$ cat src/sv/tcgw_ram.sv
`timescale 1ns / 1ps
// ----------------------------------------------------------------------------
// tcgw_ram: generic simple dual-port RAM
// One write port and one read port with registered read data that holds
// while no read is enabled.
// ----------------------------------------------------------------------------
module tcgw_ram #(
  parameter int WIDTH = 8,
  parameter int DEPTH = 256
) (
  input  logic                     clk_i,
  input  logic                     we_i,
  input  logic [$clog2(DEPTH)-1:0] waddr_i,
  input  logic [WIDTH-1:0]         wdata_i,
  input  logic                     re_i,
  input  logic [$clog2(DEPTH)-1:0] raddr_i,
  output logic [WIDTH-1:0]         rdata_o
);

  logic [WIDTH-1:0] mem_q [DEPTH];
  logic [WIDTH-1:0] rdata_q;

  always_ff @(posedge clk_i) begin
    if (we_i) begin
      mem_q[waddr_i] <= wdata_i;
    end
    if (re_i) begin
      rdata_q <= mem_q[raddr_i];
    end
  end

  assign rdata_o = rdata_q;

endmodule

$ cat config.mk
export PLATFORM = sky130hd
export DESIGN_NAME = tcgw_ram
export DESIGN_NICKNAME = d
export VERILOG_FILES = /design/src/sv/tcgw_ram.sv
export SDC_FILE = /design/constraint.sdc
export NUM_CORES = 2
export LEC_CHECK = 0
export BUFFER_PORTS_ARGS = -buffer_cell sky130_fd_sc_hd__buf_2
export CORE_MARGIN = 3
export CORE_UTILIZATION = 57
export CTS_CLUSTER_SIZE = 25
export DETAILED_ROUTE_END_ITERATION = 6
export PLACE_DENSITY = 0.82
export SETUP_SLACK_MARGIN = 0.05
export SLEW_MARGIN = 20
export SYNTH_ARGS = -nofsm -noshare
export SYNTH_HDL_FRONTEND = slang
export SYNTH_SLANG_ARGS = --single-unit
$ cat constraint.sdc
create_clock -name clk_i -period 2.6 [get_ports clk_i]
set_input_delay 0.39 -clock clk_i [delete_from_list [all_inputs] [get_ports clk_i]]
set_output_delay 0.39 -clock clk_i [all_outputs]
set_load 0.02 [all_outputs]
==> impl_metrics.yaml <==
synthesis:
  synth_flop_cell: "edfxtp_1"
  ys.warnings.count: 0
  synthArstFlopShare: 0
  synth_top_area_frac: 0.775
  synth_sequential_area_ratio: 0.775
  synth_cell_type_count: 54
  syn_area_per_cell_sq_um: 21.3
  synth_seq_cells: 2056
  synth.cell_area_sq_mm: 0.0796
  yosys-top-cells-area: "edfxtp_1, mux4_2, mux2i_1"
  yosysTopAreaCell: "edfxtp_1"
  synthesis.instances: 3733
  synth_enable_flop_cells: 2056
  syn_nets: 3760
layout:
  nFillCells: 7867
  final_net_count: 4411
  final_layout_size_suffix_gt1_frac: 0.320
  final_util: 0.673
  area_growth_syn_to_layout_pct: 16.7
status:
  status: "finished with violations"
  failed_checks: "DRC, setup timing"
timing:
  final_max_slew_viol_count: 0
  max_slew.worst_pin.slew_ps: 931
  hold_viol: 0
  finalWorstSetupSlack_ps: -82.4
  final_min_period_over_clock_period: 1.03
  maxClockFrequency_mhz: 373
  fin_worst_skew_ps: 34.3
  finalSetupViolations: 1
  period_needed_ps: 2680
  rsz0062_at_grt: "yes"
  timing.max_slew.rel_slack: 0.380
clock_tree:
  cts-htree-levels: 4
  clock_tree.root_cell: "clkbuf_16"
  clock_latency_ps: 840
  clock_path_buffers: 3
  worst_setup_hold_path_clk_slew_ps: 60
  cts_setup_buffers: 0
  clock_sink_count: 2056
  numCtsBuffers: 190
  cts_tree: "done"
global_route:
  grt_start_max_net_pins: 98
  overflow: 0
  grt_first_pass_wirelength_microns: 314000
  number_of_global_route_vias_before_repair: 44600
  number_of_antenna_violations_at_the_first_check_in_global_routing: 11
  grt_usage: 0.301
worst_hold_path:
  worst_hold_path_type: "in2reg"
drt:
  via_per_inst: 6.90
  avgRoutedWirePerCell_microns: 33.8
  detailedRoute.firstIterationViolations: 7866
  drt_pass1_iterations: 7
  vias: 44200
  ant_nets: 0
  drt_wl_total_microns: 217000
  drcViolationCount: 3
die:
  floorplan.die.width_microns: 380
  die_h_microns: 380
  initial_core_util: 0.576
  core_area_sq_mm: 0.138
  core.rowCount: 136
  design.die.area_sq_mm: 0.144
  top_level_ports: 35
power_and_ir_drop:
  share_clk_of_total_power: 0.404
  power-per-cell-area_mw_per_mm2: 732
  comb_power_share: 0.058
  intPower_mw: 53.3
  seq_power_share: 0.538
  p_switching_mw: 14.7
  sw_frac_of_total: 0.217
  total_leakage_power_nw: 30.1
  vdd.ir_drop.worst_v: 0.000745
placed_design:
  hpwlAfterDp_microns: 128000
  port-buffer-count: 34
  gpl.final_weighted_congestion: 0.908
  detailedPlace.worstSlack_ps: -946
critical_path:
  cp.required_ps: 3240
  crit_path_max_incr_delay_ps: 730
  crit_path_top_delay_cell: "nor3_1"
  worstSetupPathType: "in2reg"
  worstPathArrival_ps: 3320
  crit_path_end_kind: "flop"
  highest_fanout_seen_on_the_critical_path: 25
  critPathLaunchType: "input pin"
  crit_path_cell_trace: "buf_8 > buf_12 > buf_12 > mux2i_1 > o221ai_1 > a21oi_1 > nor3_1 > nor4_1 > buf_4 > nor4_1"
job:
  cap_viol_max_count: 0
[sequential cells by signal, summed over array words and instances, names as in the netlist]
register / flops
mem_q: 2048
rdata_o: 8
[per-stage QoR]
stage	cells	hold WS [ps]	setup TNS (ps)	power [mW]	cell area, sq um
global placement	6055	884	-5610	40.9	86700
finish	6405	47.7	-82.4	68.0	92900
global route	6396	6.55	0	69.4	92900
CTS	6396	2.89	-123	67.9	92800
floorplan	3733	489	0	39.1	79600
detailed placement	6055	877	-6090	41.0	86700
[synth_stat cells (28+ instances only)]
| master | n |
|---|---|
| edfxtp_1 | 2056 |
| mux4_2 | 454 |
| nor2_1 | 282 |
| mux2i_1 | 134 |
| a22oi_1 | 133 |
| clkbuf_1 | 111 |
| a21oi_1 | 96 |
| o221ai_1 | 46 |
| nand3_1 | 34 |
| nand2_1 | 33 |
| buf_2 | 31 |
| nor2b_1 | 31 |
| o22ai_1 | 28 |
[critical path, delay by kind of cell]
| kind | cells | cell delay, ps |
|---|---|---|
| AOI/OAI and AO/OA | 2 | 520 |
| buffers and inverters | 4 | 980 |
| muxes | 1 | 120 |
| and+or+nand+nor | 3 | 1250 |
[power groups by stage]
stage,logic (mW),clock network (mW),registers [mW]
global route,4.04,28.7,36.6
detailed placement,3.69,0,37.3
finish,3.93,27.5,36.6
global placement,3.57,0,37.3
floorplan,1.78,0,37.3
CTS,3.81,27.5,36.6
[cell families after synthesis]
kind of cell	Yosys count	synth area share
AOI/OAI and AO/OA	385	0.0342
buffers and inverters	235	0.0183
muxes	591	0.146
DFF	2056	0.775
and+or+nand+nor	466	0.0263
[routing by layer]
| layer | track usage | vias to the layer above | wire length [microns] |
|---|---|---|---|
| met5 | 0 | - | 70 |
| met4 | 0.157 | 10 | 13700 |
| met3 | 0.0804 | 848 | 28900 |
| met2 | 0.474 | 4022 | 104000 |
| met1 | 0.390 | 22300 | 70100 |
| li1 | - | 17000 | - |
[final cells by class]
| class | count | area (sq um) | area share |
|---|---|---|---|
| multi-input cells | 1442 | 16700 | 0.179 |
| well taps | 1863 | 2330 | 0.0251 |
| flip-flops and latches | 2056 | 61700 | 0.664 |
| clock inverters | 109 | 1130 | 0.0122 |
| inverters | 2 | 7.51 | 0.0000808 |
| clock buffers | 232 | 4910 | 0.0529 |
| repair buffers | 692 | 6120 | 0.0658 |
| diodes | 9 | 22.5 | 0.000242 |
[layout by cell type (no fill, tap or decap), types with 10 or more instances in the layout]
cell       synthesis  final
nor4_1            24     20
o221ai_1          46     46
nand4_1           10     10
bufinv_16          0     17
buf_12             8     73
a21oi_1           96     95
mux4_2           454    455
nand2_1           33     33
clkbuf_1         111     42
clkinv_1           1     40
nor2b_1           31     28
o22ai_1           28     28
buf_2             31     23
mux2i_1          134    134
o211ai_1          10     10
clkbuf_16          0    190
nor2_1           282    278
nor3_1            22     16
nand3_1           34     34
a22oi_1          133    131
a211oi_1          16     15
edfxtp_1        2056   2056
buf_4             27    585
clkinv_2           0     34
o21ai_0           10     10
[path summary, 6_finish.rpt]
path | cells past startpoint | end | startpoint | slack [ps]
worst min register to register | 5 | rdata_o[6] | mem_q[46][6] | 1220
worst min-delay path | 1 | rdata_o[4] | re_i | 50
worst max register to register | 7 | rdata_o[1] | mem_q[238][1] | -60
worst max-delay path | 10 | rdata_o[1] | raddr_i[0] | -80
[timing repair]
action                     4_1_cts  5_1_grt
pin swaps                        2        6
hold buffers                     0        0
resized for setup               12       21
setup endpoints to repair        6        5
Note: power is estimated with default switching activity, not from simulation.
