--- src/sv/tcgw_pkg.sv ---
`timescale 1ns / 1ps
// ----------------------------------------------------------------------------
// tcgw_pkg: shared definitions of the text console glyph writer
// Font geometry, character codes, configuration indexes and the command word
// that travels from the front end to the back end.
// ----------------------------------------------------------------------------
package tcgw_pkg;

  // Font geometry
  localparam int GLYPH_ROWS    = 16;
  localparam int GLYPH_COLUMNS = 8;
  localparam int GLYPH_COUNT   = 256;
  localparam int ROW_W         = $clog2(GLYPH_ROWS);
  localparam int FONT_DEPTH    = GLYPH_COUNT * GLYPH_ROWS;
  localparam int FONT_AW       = $clog2(FONT_DEPTH);

  // Field and state widths
  localparam int CODE_W    = 8;
  localparam int GROW_W    = 4;
  localparam int BITS_W    = 8;
  localparam int COL_W     = 12;
  localparam int ROWPOS_W  = 13;
  localparam int DIM_W     = 13;
  localparam int COLOR_W   = 32;
  localparam int OFF_W     = 24;
  localparam int CFG_IDX_W = 3;
  localparam int CFG_DAT_W = 32;

  localparam int MAX_WIDTH  = 4096;
  localparam int TAB_SPACES = 4;
  localparam int TAB_W      = $clog2(TAB_SPACES);

  localparam int QUEUE_DEPTH = 4;
  localparam int QP_W        = $clog2(QUEUE_DEPTH);

  // Request types
  localparam logic REQ_PRINT = 1'b0;
  localparam logic REQ_LOAD  = 1'b1;

  // Character codes with a meaning of their own
  localparam logic [CODE_W-1:0] CHAR_TAB   = 8'h09;
  localparam logic [CODE_W-1:0] CHAR_LF    = 8'h0A;
  localparam logic [CODE_W-1:0] CHAR_CR    = 8'h0D;
  localparam logic [CODE_W-1:0] CHAR_SPACE = 8'h20;

  // Configuration register indexes
  localparam logic [CFG_IDX_W-1:0] CFG_SCREEN_WIDTH  = 3'd0;
  localparam logic [CFG_IDX_W-1:0] CFG_SCREEN_HEIGHT = 3'd1;
  localparam logic [CFG_IDX_W-1:0] CFG_LINE_PITCH    = 3'd2;
  localparam logic [CFG_IDX_W-1:0] CFG_TEXT_COLOR    = 3'd3;
  localparam logic [CFG_IDX_W-1:0] CFG_BG_COLOR      = 3'd4;

  typedef struct packed {
    logic [DIM_W-1:0]   screen_width;
    logic [DIM_W-1:0]   screen_height;
    logic [DIM_W-1:0]   line_pitch;
    logic [COLOR_W-1:0] text_color;
    logic [COLOR_W-1:0] bg_color;
  } cfg_t;

  typedef enum logic [1:0] {
    CMD_LOAD,
    CMD_GLYPH,
    CMD_EMPTY
  } cmd_kind_e;

  typedef struct packed {
    cmd_kind_e           kind;
    logic [CODE_W-1:0]   code;
    logic [GROW_W-1:0]   grow;
    logic [BITS_W-1:0]   bits;
    logic [ROWPOS_W-1:0] cur_row;
    logic [COL_W-1:0]    cur_col;
    logic                clear;
    logic                last;
  } cmd_t;

endpackage

--- src/sv/tcgw_queue.sv ---
`timescale 1ns / 1ps
// ----------------------------------------------------------------------------
// tcgw_queue: command queue between front end and back end
// A small circular buffer of command words.
// ----------------------------------------------------------------------------
module tcgw_queue import tcgw_pkg::*; (
  input  logic clk_i,
  input  logic rst_ni,
  input  logic push_i,
  input  cmd_t cmd_i,
  output logic full_o,
  input  logic pop_i,
  output cmd_t cmd_o,
  output logic empty_o
);

  cmd_t            entries_q [QUEUE_DEPTH];
  logic [QP_W-1:0] wr_ptr_q, wr_ptr_d;
  logic [QP_W-1:0] rd_ptr_q, rd_ptr_d;
  logic [QP_W:0]   count_q, count_d;
  logic            do_push, do_pop;

  assign full_o  = (count_q == (QP_W+1)'(QUEUE_DEPTH));
  assign empty_o = (count_q == '0);
  assign do_push = push_i && !full_o;
  assign do_pop  = pop_i && !empty_o;
  assign cmd_o   = entries_q[rd_ptr_q];

  always_comb begin
    wr_ptr_d = do_push ? wr_ptr_q + QP_W'(1) : wr_ptr_q;
    rd_ptr_d = do_pop  ? rd_ptr_q + QP_W'(1) : rd_ptr_q;
    count_d  = count_q + (QP_W+1)'(do_push) - (QP_W+1)'(do_pop);
  end

  always_ff @(posedge clk_i) begin
    if (do_push) begin
      entries_q[wr_ptr_q] <= cmd_i;
    end
  end

  always_ff @(posedge clk_i or negedge rst_ni) begin
    if (!rst_ni) begin
      wr_ptr_q <= '0;
      rd_ptr_q <= '0;
      count_q  <= '0;
    end else begin
      wr_ptr_q <= wr_ptr_d;
      rd_ptr_q <= rd_ptr_d;
      count_q  <= count_d;
    end
  end

endmodule

--- config.mk ---
export PLATFORM = sky130hd
export DESIGN_NAME = tcgw_queue
export DESIGN_NICKNAME = d
export VERILOG_FILES = /design/src/sv/tcgw_pkg.sv /design/src/sv/tcgw_queue.sv
export SDC_FILE = /design/constraint.sdc
export NUM_CORES = 1
export LEC_CHECK = 0
export ABC_AREA = 1
export BUFFER_PORTS_ARGS = -buffer_cell sky130_fd_sc_hd__buf_2
export CAP_MARGIN = 20
export CORE_MARGIN = 5
export CORE_UTILIZATION = 30
export DETAILED_ROUTE_END_ITERATION = 10
export HOLD_SLACK_MARGIN = 0.06
export PLACE_DENSITY = 0.53
export SETUP_SLACK_MARGIN = 0.1
export SLEW_MARGIN = 0
export SYNTH_ARGS = -nofsm -noshare
export SYNTH_HDL_FRONTEND = slang
export SYNTH_SLANG_ARGS = --single-unit
export TNS_END_PERCENT = 50
--- constraint.sdc ---
create_clock -name clk_i -period 2.95 [get_ports clk_i]
set_input_delay 0.59 -clock clk_i [delete_from_list [all_inputs] [get_ports clk_i]]
set_output_delay 0.59 -clock clk_i [all_outputs]
set_load 0.05 [all_outputs]
==> results_dict.tcl <==
set metrics [dict create \
    status "finished, final reports clean" \
    grt_max_degree 55 \
    portBuffers 103 \
    clock_sinks 203 \
    synth-adder-area-share_pct 1.176 \
    die_area_mm2 0.03035 \
    period_share_pct 88.04 \
    tightest_slew_ps 479.3 \
    finalHoldViolations 0 \
    reg2reg_slack_ps 740 \
    worstPathCellList "buf_4 -> nor2_1 -> nor2_1 -> o21ai_0 -> nand2_1 -> buf_2" \
    num-nets-final 851 \
    drive_gt1_share_pct 19.18 \
    path_clk_slew_ps 60 \
    dpl_cell_area_mm2 0.009077 \
    vias 4982 \
    wire_per_inst_um 14.86 \
    cts_buffers 23 \
    synth-xor-area-share_pct 0 \
    max_cap_violations 0 \
    syn_area_mm2 0.008089 \
    grt_pass1_vias 4933 \
    ant_nets 0 \
    gp_congestion 0.6953 \
    arrival_ps 2010 \
    track_usage_pct 11.10 \
    drc 0 \
    path_class "reg -> out" \
    synth_top_family_by_area "simple AND/OR/NAND/NOR gates" \
    post-route-util_pct 36.68 \
    core_mm2 0.02673 \
    die_h_um 174.2 \
    ys_warn_count 0 \
    min_period_ps 2597 \
    cts.htree.levels 1 \
    final_max_slew_viol_count 0 \
    end_kind "output pin" \
    path_common_cell "nor2_1" \
    finClkSkew_ps 6.446 \
    ys_ff_latch 203 \
    syn_to_final_growth_pct 21.18 \
    antenna_found_initial 3 \
    grt_overflow 0 \
    rsz0062_at_grt "false" \
    clk_latency_ps 500 \
    cts_buffer_depth 3 \
    vias_per_cell 4.336 \
    power.density_mw_per_mm2 1168 \
    busiest_layer "met2" \
    syn_avg_cell_area_um2 11.93 \
    hold_path.class "in -> reg" \
    cts_tree "yes" \
    grt_pass1_wl_um 27190 \
    synth_nets 738 \
    grtUsageMet1_pct 14.25 \
    muxShareOfSynthArea_pct 0 \
    totalWireLength_um 17080 \
    drt_iter0_markers 316 \
    use_met3_pct 3.154 \
    ys_types 17 \
    antenna-diode-count 0 \
    firstDrtPassIters 4 \
    grtUsageMet2_pct 18.81 \
    dp_hpwl_um 9960 \
    synthCells 678 \
    crit_family "buffers and inverters" \
    synth-compound-area-share_pct 6.063 \
    power.leakage_nw 3.934 \
    start_kind "register" \
    rows 60 \
    ir_worst_vdd_mv 0.6303 \
    ys_seq_area_share_pct 74.93 \
    worstPathMaxFanout 33 \
    slowest_stage "dfrtp_4" \
    cp_slowest_stage_delay_ps 560 \
    crit_buf_inv 2 \
    max_freq_mhz 385.0 \
    whs_ps 304.9 \
    synth_simple_gate_area_share_pct 12.82 \
    die_w_um 174.2 \
    setup-violations-final 0 \
    cts-root-buf "clkbuf_16" \
    slew_headroom_pct 67.97 \
    worst_ep_required_time_ps 2360 \
    initial_core_util_pct 30.27 \
    finalInstanceArea_mm2 0.009802 \
    ios 104 \
]
cells in the mapped netlist:
cell type	instances	area share, %
ha_1	6	0.93
fa_1	1	0.25
edfxtp_1	196	73
inv_1	64	3.0
buf_2	6	0.37
o21ai_1	9	0.56
dfrtp_1	7	2.2
o21ai_0	89	5.5
nand3b_1	1	0.093
nand2_1	166	7.7
buf_1	5	0.23
clkbuf_1	13	0.60
buf_4	4	0.37
nand3_1	4	0.25
buf_6	3	0.42
nor2_1	103	4.8
inv_2	1	0.046
flip-flops by register name, summed over array words and instances (netlist names):
name / count
count_q: 3
entries_q: 196
wr_ptr_q: 2
rd_ptr_q: 2
final cells by class:
class / instances / area (µm²)
Tap cell: 341 / 426.7
Clock buffer: 31 / 605.6
Multi-Input combinational cell: 379 / 1653
Fill cell: 2639 / 16920
Timing Repair Buffer: 119 / 724.4
Inverter: 65 / 246.5
Clock inverter: 11 / 81.33
Sequential cell: 203 / 6065
kinds of logic after synthesis:
family / count (synthesis)
AO/OA/AOI/OAI: 98
adder cells (fa/ha/maj): 7
AND/OR/NAND/NOR: 274
buffers and inverters: 96
flip-flops: 203
report_power, final:
group | internal, W | total [W] | switching, W
registers | 0.00380 | 0.00396 | 0.000164
clock network | 0.00153 | 0.00259 | 0.00107
logic | 0.00113 | 0.00489 | 0.00376
total | 0.00646 | 0.0114 | 0.00499
final timing paths:
path,start,endpoint,depth (start not counted)
worst max-delay path,rd_ptr_q[0]$_DFFE_PN0P_,cmd_o[19],6
worst min-delay path,cmd_i[46],entries_q[3][46]$_DFFE_PP_,1
worst max register to register,count_q[1]$_DFF_PN0_,count_q[2]$_DFF_PN0_,9
worst min register to register,count_q[0]$_DFF_PN0_,count_q[0]$_DFF_PN0_,1
max in group asynchronous,rst_ni,rd_ptr_q[0]$_DFFE_PN0P_,2
min in group asynchronous,rst_ni,count_q[1]$_DFF_PN0_,2
per-stage QoR:
stage          setup slack [ps]  power (W)  TNS, ps  cells
3_5_place_dp              621.5   0.008963        0   1104
3_3_place_gp              634.3   0.008935        0   1104
2_1_floorplan            -302.2   0.007640   -59220    678
4_1_cts                   139.9    0.01164        0   1148
5_1_grt                   140.7    0.01220        0   1149
6_report                  352.8    0.01145        0   1149
worst register-to-register path: cells and delay by family, from the launching register on:
| family | cells | cell delay [ps] |
|---|---|---|
| fa+ha+maj | 3 | 960 |
| simple gates | 5 | 770 |
| flops | 1 | 380 |
| buf+inv | 1 | 40 |
per-layer routing:
layer | vias up | share of wire [%]
li1 | 2493 | -
met1 | 2362 | 45
met2 | 93 | 47
met3 | 28 | 5.8
met4 | 6 | 1.4
met5 | - | 0.30
layout by cell type (no fill, tap or decap), drive strengths merged, types with 4 or more instances in the layout:
cell type    n
edfxtp     196
ha           6
dfrtp        7
o21ai       98
nand3        4
buf        118
nor2       103
clkbuf      31
clkinv       8
nand2      166
inv         66
repair_timing:
action,4_1_cts,5_1_grt
hold buffers,1,0
setup buffers,1,1
endpoints found under the setup margin,10,33
resized for setup,0,1
hold endpoints to repair,7,0
No activity file was read; power rests on OpenSTA's default activity.
