`config.mk`:
```
export PLATFORM = sky130hd
export DESIGN_NAME = tcgw_front
export DESIGN_NICKNAME = d
export VERILOG_FILES = /design/src/sv/tcgw_pkg.sv /design/src/sv/tcgw_front.sv
export SDC_FILE = /design/constraint.sdc
export NUM_CORES = 1
export LEC_CHECK = 0
export BUFFER_PORTS_ARGS = -buffer_cell sky130_fd_sc_hd__buf_2
export CAP_MARGIN = 25
export CELL_PAD_IN_SITES_DETAIL_PLACEMENT = 0
export CELL_PAD_IN_SITES_GLOBAL_PLACEMENT = 1
export CORE_UTILIZATION = 39
export CTS_BUF_LIST = sky130_fd_sc_hd__clkbuf_8
export DETAILED_ROUTE_END_ITERATION = 10
export GPL_ROUTABILITY_DRIVEN = 1
export GPL_TIMING_DRIVEN = 0
export PLACE_DENSITY = 0.91
export SLEW_MARGIN = 30
export SYNTH_ARGS = -nofsm -noshare
export SYNTH_HDL_FRONTEND = slang
export SYNTH_SLANG_ARGS = --single-unit
```
`constraint.sdc`:
```
create_clock -name clk_i -period 16.1 [get_ports clk_i]
set_input_delay 2.415 -clock clk_i [delete_from_list [all_inputs] [get_ports clk_i]]
set_output_delay 2.415 -clock clk_i [all_outputs]
set_load 0.005 [all_outputs]
```
`src/sv/tcgw_pkg.sv`:
```
`timescale 1ns / 1ps
// ----------------------------------------------------------------------------
// tcgw_pkg: shared definitions of the text console glyph writer
// Font geometry, character codes, configuration indexes and the command word
// that travels from the front end to the back end.
// ----------------------------------------------------------------------------
package tcgw_pkg;

  // Font geometry
  localparam int GLYPH_ROWS    = 16;
  localparam int GLYPH_COLUMNS = 8;
  localparam int GLYPH_COUNT   = 256;
  localparam int ROW_W         = $clog2(GLYPH_ROWS);
  localparam int FONT_DEPTH    = GLYPH_COUNT * GLYPH_ROWS;
  localparam int FONT_AW       = $clog2(FONT_DEPTH);

  // Field and state widths
  localparam int CODE_W    = 8;
  localparam int GROW_W    = 4;
  localparam int BITS_W    = 8;
  localparam int COL_W     = 12;
  localparam int ROWPOS_W  = 13;
  localparam int DIM_W     = 13;
  localparam int COLOR_W   = 32;
  localparam int OFF_W     = 24;
  localparam int CFG_IDX_W = 3;
  localparam int CFG_DAT_W = 32;

  localparam int MAX_WIDTH  = 4096;
  localparam int TAB_SPACES = 4;
  localparam int TAB_W      = $clog2(TAB_SPACES);

  localparam int QUEUE_DEPTH = 4;
  localparam int QP_W        = $clog2(QUEUE_DEPTH);

  // Request types
  localparam logic REQ_PRINT = 1'b0;
  localparam logic REQ_LOAD  = 1'b1;

  // Character codes with a meaning of their own
  localparam logic [CODE_W-1:0] CHAR_TAB   = 8'h09;
  localparam logic [CODE_W-1:0] CHAR_LF    = 8'h0A;
  localparam logic [CODE_W-1:0] CHAR_CR    = 8'h0D;
  localparam logic [CODE_W-1:0] CHAR_SPACE = 8'h20;

  // Configuration register indexes
  localparam logic [CFG_IDX_W-1:0] CFG_SCREEN_WIDTH  = 3'd0;
  localparam logic [CFG_IDX_W-1:0] CFG_SCREEN_HEIGHT = 3'd1;
  localparam logic [CFG_IDX_W-1:0] CFG_LINE_PITCH    = 3'd2;
  localparam logic [CFG_IDX_W-1:0] CFG_TEXT_COLOR    = 3'd3;
  localparam logic [CFG_IDX_W-1:0] CFG_BG_COLOR      = 3'd4;

  typedef struct packed {
    logic [DIM_W-1:0]   screen_width;
    logic [DIM_W-1:0]   screen_height;
    logic [DIM_W-1:0]   line_pitch;
    logic [COLOR_W-1:0] text_color;
    logic [COLOR_W-1:0] bg_color;
  } cfg_t;

  typedef enum logic [1:0] {
    CMD_LOAD,
    CMD_GLYPH,
    CMD_EMPTY
  } cmd_kind_e;

  typedef struct packed {
    cmd_kind_e           kind;
    logic [CODE_W-1:0]   code;
    logic [GROW_W-1:0]   grow;
    logic [BITS_W-1:0]   bits;
    logic [ROWPOS_W-1:0] cur_row;
    logic [COL_W-1:0]    cur_col;
    logic                clear;
    logic                last;
  } cmd_t;

endpackage

```
`src/sv/tcgw_front.sv`:
```
`timescale 1ns / 1ps
// ----------------------------------------------------------------------------
// tcgw_front: request decoder and cursor keeper
// Classifies each accepted word, advances the cursor with wrap and overflow
// checks, and pushes load, glyph and empty commands into the queue.
// ----------------------------------------------------------------------------
module tcgw_front import tcgw_pkg::*; (
  input  logic              clk_i,
  input  logic              rst_ni,
  input  cfg_t              cfg_i,
  input  logic              in_valid_i,
  output logic              in_ready_o,
  input  logic              req_type_i,
  input  logic [CODE_W-1:0] char_code_i,
  input  logic [GROW_W-1:0] glyph_row_i,
  input  logic [BITS_W-1:0] glyph_bits_i,
  input  logic              q_full_i,
  output logic              q_push_o,
  output cmd_t              q_cmd_o
);

  typedef struct packed {
    logic [COL_W-1:0]    col;
    logic [ROWPOS_W-1:0] row;
    logic                ovf;
  } settle_t;

  // Line wrap followed by the bottom-of-screen check.
  function automatic settle_t settle(input logic [COL_W:0]    col,
                                     input logic [ROWPOS_W-1:0] row,
                                     input logic [DIM_W-1:0]    sw,
                                     input logic [DIM_W-1:0]    sh);
    settle_t             res;
    logic [DIM_W-1:0]    effw;
    logic [COL_W:0]      c;
    logic [ROWPOS_W-1:0] r;
    effw = (sw > DIM_W'(MAX_WIDTH)) ? DIM_W'(MAX_WIDTH) : sw;
    c    = col;
    r    = row;
    if (({1'b0, c} + (COL_W+2)'(GLYPH_COLUMNS)) > (COL_W+2)'(effw)) begin
      c = '0;
      r = r + ROWPOS_W'(GLYPH_ROWS);
    end
    res.ovf = ({1'b0, r} + (ROWPOS_W+1)'(GLYPH_ROWS)) > {1'b0, sh};
    if (res.ovf) begin
      c = '0;
      r = '0;
    end
    res.col = c[COL_W-1:0];
    res.row = r;
    return res;
  endfunction

  logic [COL_W-1:0]    col_q, col_d;
  logic [ROWPOS_W-1:0] row_q, row_d;
  logic [TAB_W-1:0]    tab_left_q, tab_left_d;

  settle_t g1, g2, cr_s, lf_s;
  logic    tab_busy, accept, tab_final;

  assign tab_busy   = (tab_left_q != '0);
  assign in_ready_o = !tab_busy && !q_full_i;
  assign accept     = in_valid_i && in_ready_o;
  assign tab_final  = (tab_left_q == TAB_W'(1));

  always_comb begin
    g1   = settle({1'b0, col_q} + (COL_W+1)'(GLYPH_COLUMNS), row_q,
                  cfg_i.screen_width, cfg_i.screen_height);
    g2   = settle({1'b0, g1.col}, g1.row, cfg_i.screen_width, cfg_i.screen_height);
    cr_s = settle('0, row_q, cfg_i.screen_width, cfg_i.screen_height);
    lf_s = settle('0, row_q + ROWPOS_W'(GLYPH_ROWS),
                  cfg_i.screen_width, cfg_i.screen_height);

    q_push_o   = 1'b0;
    q_cmd_o    = '0;
    col_d      = col_q;
    row_d      = row_q;
    tab_left_d = tab_left_q;

    q_cmd_o.cur_row = row_q;
    q_cmd_o.cur_col = col_q;
    q_cmd_o.code    = char_code_i;
    q_cmd_o.grow    = glyph_row_i;
    q_cmd_o.bits    = glyph_bits_i;

    if (tab_busy) begin
      if (!q_full_i) begin
        q_push_o      = 1'b1;
        q_cmd_o.kind  = CMD_GLYPH;
        q_cmd_o.code  = CHAR_SPACE;
        q_cmd_o.last  = tab_final;
        tab_left_d    = tab_left_q - TAB_W'(1);
        // The last space also carries the check repeated after the tab.
        if (tab_final) begin
          q_cmd_o.clear = g1.ovf || g2.ovf;
          col_d         = g2.col;
          row_d         = g2.row;
        end else begin
          q_cmd_o.clear = g1.ovf;
          col_d         = g1.col;
          row_d         = g1.row;
        end
      end
    end else if (accept) begin
      if (req_type_i == REQ_LOAD) begin
        q_cmd_o.kind = CMD_LOAD;
        q_push_o     = (32'(char_code_i) < GLYPH_COUNT) && (32'(glyph_row_i) < GLYPH_ROWS);
      end else begin
        q_push_o = 1'b1;
        unique case (char_code_i)
          CHAR_CR: begin
            q_cmd_o.kind  = CMD_EMPTY;
            q_cmd_o.clear = cr_s.ovf;
            q_cmd_o.last  = 1'b1;
            col_d         = cr_s.col;
            row_d         = cr_s.row;
          end
          CHAR_LF: begin
            q_cmd_o.kind  = CMD_EMPTY;
            q_cmd_o.clear = lf_s.ovf;
            q_cmd_o.last  = 1'b1;
            col_d         = lf_s.col;
            row_d         = lf_s.row;
          end
          CHAR_TAB: begin
            q_cmd_o.kind  = CMD_GLYPH;
            q_cmd_o.code  = CHAR_SPACE;
            q_cmd_o.clear = g1.ovf;
            q_cmd_o.last  = 1'b0;
            col_d         = g1.col;
            row_d         = g1.row;
            tab_left_d    = TAB_W'(TAB_SPACES - 1);
          end
          default: begin
            q_cmd_o.kind  = CMD_GLYPH;
            q_cmd_o.clear = g1.ovf;
            q_cmd_o.last  = 1'b1;
            col_d         = g1.col;
            row_d         = g1.row;
          end
        endcase
      end
    end
  end

  always_ff @(posedge clk_i or negedge rst_ni) begin
    if (!rst_ni) begin
      col_q      <= '0;
      row_q      <= '0;
      tab_left_q <= '0;
    end else begin
      col_q      <= col_d;
      row_q      <= row_d;
      tab_left_q <= tab_left_d;
    end
  end

endmodule

```
==> impl_metrics.yaml, run 1 <==
global_routing:
  groute.usage.overall_pct: 23.4
  gr-total-overflow: 0
  grt_start_max_net_pins: 28
  grt_pass1_vias: 5787
  antenna_found_initial: 0
  grt_first_pass_wirelength_mm: 29.6
yosys:
  synth_edf_count: 0
  netlist_area_um2: 5940
  post_synth_inst_count: 796
  yosysMostFrequentCell: "sky130_fd_sc_hd__nand2_1"
  synthDominantCellAreaShare_pct: 17.3
  yosys.cell_types.count: 83
  synth-main-ff-cell: "sky130_fd_sc_hd__dfrtp_1"
  synthTopCellsByCount: "87 x sky130_fd_sc_hd__nand2_1, 82 x sky130_fd_sc_hd__ha_1, 57 x sky130_fd_sc_hd__nor2_1"
  synth_warnings: 0
  synthTopCellsByArea: "sky130_fd_sc_hd__ha_1 17%, sky130_fd_sc_hd__dfrtp_1 11%, sky130_fd_sc_hd__xnor2_1 7.4%"
  yosys.area.top_type: "sky130_fd_sc_hd__ha_1"
  mappedNetlistNets: 1006
  ys_async_sr_fraction_pct: 100
  ys_ff_latch: 27
  synth.avg_cell_area_um2: 7.46
  share_of_the_yosys_chip_area_belonging_to_registers_pct: 11.4
floorplan:
  ios: 179
  die_x_um: 125
  die-height_um: 125
  fp.coreArea_um2: 14700
  initial_utilization_pct: 40.4
  core.rowCount: 44
  die_ar_um2: 15700
sta:
  final_max_slew_viol_count: 0
  timing.final.crit_share_pct: 93.8
  setup_repair_after_global_routing_missed_its_margin: "no"
  fin_hold_ws_ns: 0.552
  worst_slew_margin_rel_pct: 41.7
  worst_pin_slew_ns: 0.861
  setup_viol: 0
  finalCriticalPeriod_ns: 15.11
  timing.final.hold_violations: 0
  max_clock_freq_mhz: 66.2
  final_worst_clock_skew_ns: 0.00475
  totalNegativeSetupSlack_ns: 0
placement:
  finalWeightedCongestion: 0.921
  dp_hpwl_mm: 15.0
  buffer_ports.inserted: 89
  dp.cells: 1069
power_and_ir_drop:
  power_density_nw_per_um2: 156
  reported_leakage_power_nw: 3.02
  irDropWorstVdd_mv: 0.0894
route:
  first_pass_iters: 7
  vias_per_cell: 5.73
  postRouteAntennaNets: 0
  route.detailed.wl_per_inst_um: 16.8
  drt_drc_violations_left: 0
  route.final.wire_length_mm: 18.1
  drt_first_iter_violations: 441
  vias: 6154
clocking:
  cts_buffers: 3
  cts_num_sinks: 27
  clock_root_buffer: "sky130_fd_sc_hd__clkbuf_8"
  clk_path_buf_depth: 2
  insertion_delay_ns: 0.30
  ctsHoldBuffers: 0
  path_clk_slew_ns: 0.12
  h_tree_levels: 1
  tritoncts: "yes"
critical_path:
  critical-path-max-stage-delay_ns: 0.45
  timing_worst_setup_path_type: "in2out"
  critical_path.max_fanout: 10
  crit_path_launch: "cfg_i[96]"
  critPathSlowestCell: "sky130_fd_sc_hd__or3_1"
  worst_setup_path_start_kind: "input port"
  worst_ep_required_time_ns: 13.69
  critical-path-top-cell-by-count: "sky130_fd_sc_hd__ha_1"
  r2r_start: "col_q[3]"
  worst_ep_arrival_time_ns: 12.69
  cp-end-kind: "output port"
min_path:
  worst_hold_path_type: "reg2reg"
  hold_start: "row_q[0]"
outcome:
  run_status: "finished clean"
final_layout:
  layout-area-overhead-vs-synth_pct: 13.6
  stdcell_count: 1074
  drive_gt1_share_pct: 18.7
  finish.net_count: 1101
  antenna_cells_inserted: 0
job:
  maxCapViolations: 0
power breakdown:
part           leakage (nW)  internal (mW)  switching, mW  total [mW]
clock network        0.0261         0.0184         0.0285      0.0469
registers             0.350         0.0855         0.0218       0.107
logic                  2.64          0.358          0.540       0.898
total                  3.02          0.462          0.590        1.05
sequential cells by signal, summed over array words and instances, names as in the netlist:
signal,flops
row_q,13
tab_left_q,2
col_q,12
layout make-up:
cell class	count	area (µm²)
Clock inverter	1	8.76
Fill cell	1504	7950
Clock buffer	3	41.3
Timing Repair Buffer	90	453
Multi-Input combinational cell	679	4930
Sequential cell	27	676
Buffer	46	245
Inverter	44	165
Tap cell	184	230
per-stage QoR:
step,cell area [µm²],worst slack (ns),total power [mW],util [%]
floorplan,5940,2.30,0.749,-
global placement,6620,0.229,0.965,45.0
detailed placement,6620,0.223,0.977,45.0
CTS,6670,0.183,1.03,45.3
global route,6750,0.0765,1.16,45.9
finish,6750,0.991,1.05,45.9
repair_timing:
action / in CTS / in global routing
setup endpoints to repair: 0 / 1
buffers inserted: 0 / 1
resized for setup: 0 / 16
worst max-delay path: cells and delay by family:
kind	cells	cell delay, ns
AO/OA/AOI/OAI	14	2.99
XOR/XNOR	4	0.79
adder cells (fa/ha/maj)	6	1.75
buffers and inverters	5	0.83
AND/OR/NAND/NOR	22	3.87
cells by family after synthesis:
family	synth area share (%)
fa+ha+maj	17.3
buf+inv	6.89
xor+xnor	13.2
simple gates	27.9
flops	11.4
mux	0.906
compound gates	22.5
routing by layer:
layer / global-route usage, % / vias to the layer above / wire length [µm]
li1: - / 3043 / -
met1: 31.3 / 2829 / 8210
met2: 38.6 / 244 / 8120
met3: 2.82 / 38 / 1240
met4: 8.54 / 0 / 511
met5: 0 / - / 0
layout by cell type (no fill, tap or decap), drive strengths merged, types with 26 or more instances in the layout:
cell type	count
buf	120
nand2	88
ha	82
nor2	57
xnor2	53
o21ai	47
inv	44
a21oi	41
xor2	32
dfrtp	27
nand3	26
final timing paths:
kind | end | slack (ns) | depth (start not counted)
hold reg to reg | row_q[0] | 0.55 | 2
setup / recovery | q_cmd_o[1] | 0.99 | 51
hold / removal | row_q[0] | 0.55 | 2
min in group asynchronous | col_q[3] | 2.15 | 1
max in group asynchronous | row_q[8] | 13.50 | 1
setup reg to reg | col_q[5] | 3.29 | 57
Note: power is estimated with default switching activity, not from simulation.
==> run 2: changes to the inputs <==
--- a/config.mk
+++ b/config.mk
@@ -9,12 +9,11 @@
 export CAP_MARGIN = 25
 export CELL_PAD_IN_SITES_DETAIL_PLACEMENT = 0
 export CELL_PAD_IN_SITES_GLOBAL_PLACEMENT = 1
-export CORE_UTILIZATION = 39
-export CTS_BUF_LIST = sky130_fd_sc_hd__clkbuf_8
+export CORE_UTILIZATION = 38
 export DETAILED_ROUTE_END_ITERATION = 10
 export GPL_ROUTABILITY_DRIVEN = 1
 export GPL_TIMING_DRIVEN = 0
-export PLACE_DENSITY = 0.91
+export PLACE_DENSITY = 0.89
 export SLEW_MARGIN = 30
 export SYNTH_ARGS = -nofsm -noshare
 export SYNTH_HDL_FRONTEND = slang
==> impl_metrics.yaml, run 2 (synthesis results as in run 1) <==
sta:
  final_worst_clock_skew_ns: 0.00671
  fin_hold_ws_ns: 0.552
  final_max_slew_viol_count: 0
  timing.final.crit_share_pct: 96.1
  finalCriticalPeriod_ns: 15.47
  timing.final.hold_violations: 0
  worst_slew_margin_rel_pct: 42.4
  totalNegativeSetupSlack_ns: 0
  max_clock_freq_mhz: 64.6
  setup_viol: 0
  worst_pin_slew_ns: 0.851
power_and_ir_drop:
  p_clk_share_pct: 6.4
  power_switching_mw: 0.601
  power.share.combinational_pct: 83.7
  power.sequential.fraction_pct: 9.9
  irDropWorstVdd_mv: 0.0965
  reported_leakage_power_nw: 3.04
  power_density_nw_per_um2: 159
  sw_frac_of_total_pct: 55.7
  intPower_mw: 0.479
final_layout:
  drive_gt1_share_pct: 18.5
  mostFrequentLayoutCells: "98 x sky130_fd_sc_hd__buf_2, 87 x sky130_fd_sc_hd__nand2_1, 82 x sky130_fd_sc_hd__ha_1"
  layout-area-overhead-vs-synth_pct: 14.1
  biggestRegsByFlops: "row_q x13, col_q x12, tab_left_q x2"
  largest_reg_flops: 13
  top_register: "row_q"
  post-route-util_pct: 44.6
  antenna_cells_inserted: 0
  layout_commonest_cell: "sky130_fd_sc_hd__buf_2"
  filler_cell_count: 1601
  stdcell_count: 1079
  finish.net_count: 1102
job:
  maxCapViolations: 0
clocking:
  path_clk_slew_ns: 0.09
  h_tree_levels: 1
  clock_root_buffer: "sky130_fd_sc_hd__clkbuf_16"
  clk_path_buf_depth: 2
  cts_buffers: 3
  ctsHoldBuffers: 0
  insertion_delay_ns: 0.29
  tritoncts: "yes"
  cts_num_sinks: 27
critical_path:
  critical-path-max-stage-delay_ns: 0.44
  critical-path-top-cell-by-count: "sky130_fd_sc_hd__nand2_1"
  timing_worst_setup_path_type: "in2out"
  critical_path.max_fanout: 12
  cp-end-kind: "output port"
  worst_ep_required_time_ns: 13.69
  rr_worst_depth: 57
  worst_ep_arrival_time_ns: 13.06
  critPathSlowestCell: "sky130_fd_sc_hd__nor4_4"
  worst_setup_path_start_kind: "input port"
route:
  vias: 6188
  route.final.wire_length_mm: 18.6
  drt_first_iter_violations: 453
  first_pass_iters: 5
  drt_drc_violations_left: 0
  route.detailed.wl_per_inst_um: 17.2
  vias_per_cell: 5.73
  postRouteAntennaNets: 0
floorplan:
  ios: 179
  die_x_um: 127
  die_ar_um2: 16100
  fp.coreArea_um2: 15200
  core.rowCount: 45
  initial_utilization_pct: 39.1
  die-height_um: 127
placement:
  dp_hpwl_mm: 15.1
  dp.cells: 1073
  buffer_ports.inserted: 89
  finalWeightedCongestion: 0.916
global_routing:
  groute.usage.overall_pct: 22.7
  antenna_found_initial: 0
  grt_pass1_vias: 5672
  grt_first_pass_wirelength_mm: 29.1
  grt_start_max_net_pins: 28
  gr-total-overflow: 0
min_path:
  hold_path_depth: 2
  worst_hold_path_type: "reg2reg"
outcome:
  run_status: "finished clean"
run 2: area by class of cell:
type | count | area, µm² | area share [%]
Inverter | 44 | 165 | 2.44
Tap cell | 188 | 235 | 3.47
Clock inverter | 1 | 8.76 | 0.129
Clock buffer | 3 | 75.1 | 1.11
Timing Repair Buffer | 92 | 468 | 6.90
Multi-Input combinational cell | 679 | 4910 | 72.4
Sequential cell | 27 | 676 | 9.97
Buffer | 45 | 240 | 3.54
run 2: path summary, 6_finish.rpt:
kind                                start          to  slack (ns)
worst min-delay path             col_q[2]    col_q[2]        0.55
worst max-delay path            cfg_i[96]  q_cmd_o[1]        0.63
worst max register to register   col_q[3]    col_q[5]        3.33
min in group asynchronous          rst_ni    row_q[1]        2.18
max in group asynchronous          rst_ni    col_q[7]       13.46
worst min register to register   col_q[2]    col_q[2]        0.55
run 2: critical path, delay by kind of cell:
kind / cells / cell delay (ns)
AOI/OAI and AO/OA: 19 / 3.50
xor gates and xnor gates: 3 / 0.52
and+or+nand+nor: 21 / 4.23
muxes: 1 / 0.43
buffers and inverters: 4 / 0.51
adders and majority gates: 5 / 1.44
run 2: routing by layer:
| metal | up-vias | track usage [%] | part of all wire [%] |
|---|---|---|---|
| met5 | - | 0 | 0 |
| met4 | 0 | 6.37 | 2.0 |
| met3 | 24 | 1.72 | 6.3 |
| met2 | 250 | 38.1 | 46 |
| met1 | 2858 | 31.2 | 46 |
| li1 | 3056 | - | - |
run 2: repair_timing:
action	in CTS	in global routing
setup endpoints to repair	1	1
setup buffers	0	3
gates resized for setup	1	9
pin swaps	0	1
run 2: metrics by stage:
step | setup WS (ns) | total power, mW | area (µm²)
finish | 0.626 | 1.08 | 6780
global route | -0.0935 | 1.18 | 6780
CTS | 0.171 | 1.05 | 6710
detailed placement | 0.0525 | 0.978 | 6620
global placement | 0.160 | 0.968 | 6620
floorplan | 2.30 | 0.749 | 5940
run 2: power by group through the flow:
stage               registers (mW)  logic [mW]  clock network (mW)
finish                       0.107       0.904              0.0689
global route                 0.110       0.998              0.0706
CTS                          0.107       0.875              0.0687
detailed placement           0.108       0.870                   0
global placement             0.107       0.860                   0
floorplan                    0.105       0.644                   0
